$ cat config.mk
export PLATFORM = sky130hd
export DESIGN_NAME = lfi_mul
export DESIGN_NICKNAME = d
export VERILOG_FILES = /design/src/rtl/lfi_pkg.sv /design/src/rtl/lfi_mul.sv
export SDC_FILE = /design/constraint.sdc
export NUM_CORES = 2
export LEC_CHECK = 0
export BUFFER_PORTS_ARGS = -buffer_cell sky130_fd_sc_hd__buf_2
export CAP_MARGIN = 10
export CORE_MARGIN = 3
export CORE_UTILIZATION = 40
export DETAILED_ROUTE_END_ITERATION = 16
export GPL_ROUTABILITY_DRIVEN = 0
export SETUP_SLACK_MARGIN = 0.02
export SLEW_MARGIN = 20
export SYNTH_ARGS = -nofsm -noshare
export SYNTH_HDL_FRONTEND = slang
export SYNTH_SLANG_ARGS = --single-unit
$ cat constraint.sdc
create_clock -name clk_i -period 7.85 [get_ports clk_i]
set_input_delay 0 -clock clk_i [delete_from_list [all_inputs] [get_ports clk_i]]
set_output_delay 0 -clock clk_i [all_outputs]
set_load 0.02 [all_outputs]
$ cat src/rtl/lfi_pkg.sv
// Shared types and constants of the leapfrog integration step.
package lfi_pkg;

  localparam int VALUE_WIDTH_DEF = 32;
  localparam int MUL_W = 32;
  localparam int CFG_IDX_W = 2;
  localparam int CFG_DATA_W = 32;
  localparam int ENERGY_W = 63;

  localparam logic [CFG_DATA_W-1:0] DT_OVER_MASS_RST = 32'h0000_0000;
  localparam logic [CFG_DATA_W-1:0] TIME_STEP_RST = 32'h0000_0000;
  localparam logic [CFG_DATA_W-1:0] VELOCITY_SCALE_RST = 32'h4000_0000;
  localparam logic [CFG_DATA_W-1:0] PARTICLE_MASS_RST = 32'h0001_0000;

  typedef enum logic [CFG_IDX_W-1:0] {
    CFG_DT_OVER_MASS   = 2'd0,
    CFG_TIME_STEP      = 2'd1,
    CFG_VELOCITY_SCALE = 2'd2,
    CFG_PARTICLE_MASS  = 2'd3
  } cfg_idx_e;

  typedef struct packed {
    logic signed [31:0] velocity_in;
    logic signed [31:0] force_in;
    logic signed [31:0] position_in;
    logic               last_component;
  } in_t;

  typedef struct packed {
    logic signed [31:0]   velocity_out;
    logic signed [31:0]   position_out;
    logic [ENERGY_W-1:0]  energy_new_half;
    logic [ENERGY_W-1:0]  energy_midpoint;
    logic                 last_result;
  } out_t;

endpackage

$ cat src/rtl/lfi_mul.sv
// Shared unsigned multiplier with a registered product.
module lfi_mul (
  input  logic                          clk_i,
  input  logic [lfi_pkg::MUL_W-1:0]     a_i,
  input  logic [lfi_pkg::MUL_W-1:0]     b_i,
  output logic [2*lfi_pkg::MUL_W-1:0]   prod_o
);
  import lfi_pkg::*;

  logic [2*MUL_W-1:0] prod_q;

  always_ff @(posedge clk_i) begin
    prod_q <= a_i * b_i;
  end

  assign prod_o = prod_q;

endmodule

==> results.json <==
{
  "clk_pin_slew_ns": 0.06,
  "period_minus_slack_ns": 7.45,
  "drc_errors": 0,
  "muxShareOfSynthArea_pct": 0.0289,
  "synth.most_common_cell": "fa_1",
  "detail-route-antenna-nets": 0,
  "crit_type": "in -> reg",
  "slew_headroom_pct": 45.0,
  "cap_violations": 0,
  "regArea_mm2": 0.00128,
  "finalCritPeriodShare_pct": 94.9,
  "areaGrowthSynthToFinish_pct": 5.85,
  "grt_pass1_vias": 26700,
  "die_w_um": 300,
  "clockBufferDepth": 2,
  "worstPathRequired_ns": 8.12,
  "postCtsSetupRepairBufs": 0,
  "yosys_register_bits": 64,
  "synth_area_mm2": 0.0347,
  "final-hold-violation-count": 0,
  "outcome": "finished, final reports clean",
  "synth-compound-area-share_pct": 4.15,
  "gr-total-overflow": 0,
  "start_util_pct": 40.5,
  "grt_max_degree": 33,
  "vias_per_cell": 5.04,
  "finalSetupTns_ns": 0,
  "setup_violations": 0,
  "grt_pass1_wl_mm": 152,
  "cp.arrival_ns": 7.72,
  "synth.area.top_cells": "fa_1 52%, and2_1 11%, ha_1 9.5%",
  "wire_per_inst_um": 19.6,
  "fill_cells": 8489,
  "syn_inst": 3748,
  "io_buffers": 128,
  "rows": 107,
  "worst_setup_path_end_kind": "register",
  "cts.sinks": 64,
  "multi_input_area_mm2": 0.0293,
  "async_reset_ff_share_pct": 0,
  "pin_count": 129,
  "detailed_place_hpwl_mm": 80.3,
  "drt_iter0_drc": 1423,
  "die_h_um": 300,
  "synth_top_cell_by_area": "fa_1",
  "utilization_pct": 42.9,
  "synth_commonest_cells": "896 x fa_1, 865 x inv_1, 602 x and2_1, 480 x nand2_1, 263 x ha_1",
  "nets": 4948,
  "finalMaxSlewViolations": 0,
  "tightest_slew_ns": 0.825,
  "final_layout_size_suffix_gt1_share_pct": 5.82,
  "cts_root_buffer": "clkbuf_16",
  "syn_area_per_cell_um2": 9.25,
  "dpl_cell_area_mm2": 0.0364,
  "yosys.area.top_type_share_pct": 51.7,
  "timing.fmax_mhz": 134,
  "via_count": 24600,
  "start_kind": "input port",
  "synthesis.nets": 4972,
  "largest_reg_flops": 64,
  "yosys.area_share.simple_pct": 17.6,
  "rsz0062_at_grt": "no",
  "antenna_found_initial": 6,
  "cts_resized": 0,
  "synth_top_family_by_area": "adder cells",
  "final_area_mm2": 0.0367,
  "numCtsBuffers": 9,
  "place_inst": 4857,
  "yosys_warnings": 0,
  "crit_fanout": 24,
  "synth_ff_type": "dfxtp_1",
  "synth_cell_type_count": 57,
  "tritoncts": "done",
  "stdcell_count": 4879,
  "drt_wl_total_mm": 95.4,
  "htreeDepth": 3,
  "grt_usage_pct": 22.0,
  "core_mm2": 0.0855,
  "drtPass1Iterations": 6,
  "min_path_type": "in -> reg",
  "synthXorXnorAreaFrac_pct": 1.52,
  "synth-edff-count": 0,
  "synthAdderAreaFrac_pct": 61.2,
  "hold_buffers": 0,
  "yosysSeqAreaShare_pct": 3.69,
  "die-area_mm2": 0.0903
}
-- logic make-up after synthesis --
logic type	count (synthesis)
simple gates	1177
fa+ha+maj	1159
mux	1
flops	64
compound gates	202
buf+inv	1085
xor+xnor	60
-- routing by layer --
metal  wire, um  up-vias  global-route usage (%)
li1           -    10800                       -
met1      35600    12900                    27.0
met4       3680        2                    7.28
met3       5590      174                    3.24
met2      50600      738                    39.5
met5         11        -                       0
-- path summary, 6_finish.rpt --
path | from | depth (start not counted) | endpoint | slack, ns
min | a_i[0] | 3 | prod_o[0]$_DFF_P_ | 0.33
max | b_i[13] | 24 | prod_o[62]$_DFF_P_ | 0.40
-- through the flow --
| stage | setup slack, ns | hold WS, ns |
|---|---|---|
| final | 0.399 | 0.326 |
| after global routing | 0.180 | 0.326 |
| after CTS | 0.475 | 0.298 |
| after detailed placement | 0.126 | 0.417 |
| after global placement | 0.325 | 0.419 |
| after floorplan | 1.10 | 0.127 |
-- final cells by class --
class	count	share of cell area (%)
Inverter	865	8.85
Clock buffer	11	0.661
Timing Repair Buffer	185	2.98
Antenna cell	6	0.0409
Clock inverter	5	0.218
Tap cell	1144	3.90
Sequential cell	64	3.49
Multi-Input combinational cell	2599	79.9
-- placed cells by master, fill, tap and decap left out, types with 14 or more instances in the layout --
cell,netlist,final
ha_1,263,263
dfxtp_1,64,64
xnor2_1,35,35
buf_2,6,128
buf_4,0,55
nand4_1,23,23
and3_1,14,14
nand2_1,480,480
inv_1,865,865
nor2_1,20,20
o21ai_0,21,21
fa_1,896,896
xor2_1,25,25
a21oi_1,63,63
a21o_1,40,40
and2_1,602,602
-- worst max-delay path: stages --
cell      delay [ns]
buf_2           0.50
buf_4           0.29
nand2_1         0.08
fa_1            0.51
fa_1            0.45
fa_1            0.53
fa_1            0.53
inv_1           0.06
fa_1            0.62
fa_1            0.45
fa_1            0.49
inv_1           0.05
fa_1            0.48
inv_1           0.04
ha_1            0.39
nand2_1         0.18
or4_1           0.51
or3_1           0.35
a31oi_1         0.30
buf_4           0.21
a31o_2          0.19
a211oi_1        0.11
o21ai_1         0.21
xor2_1          0.15
Power is not shown: default switching activity piles up to over one toggle a cycle in this logic, so the estimate is an artifact.
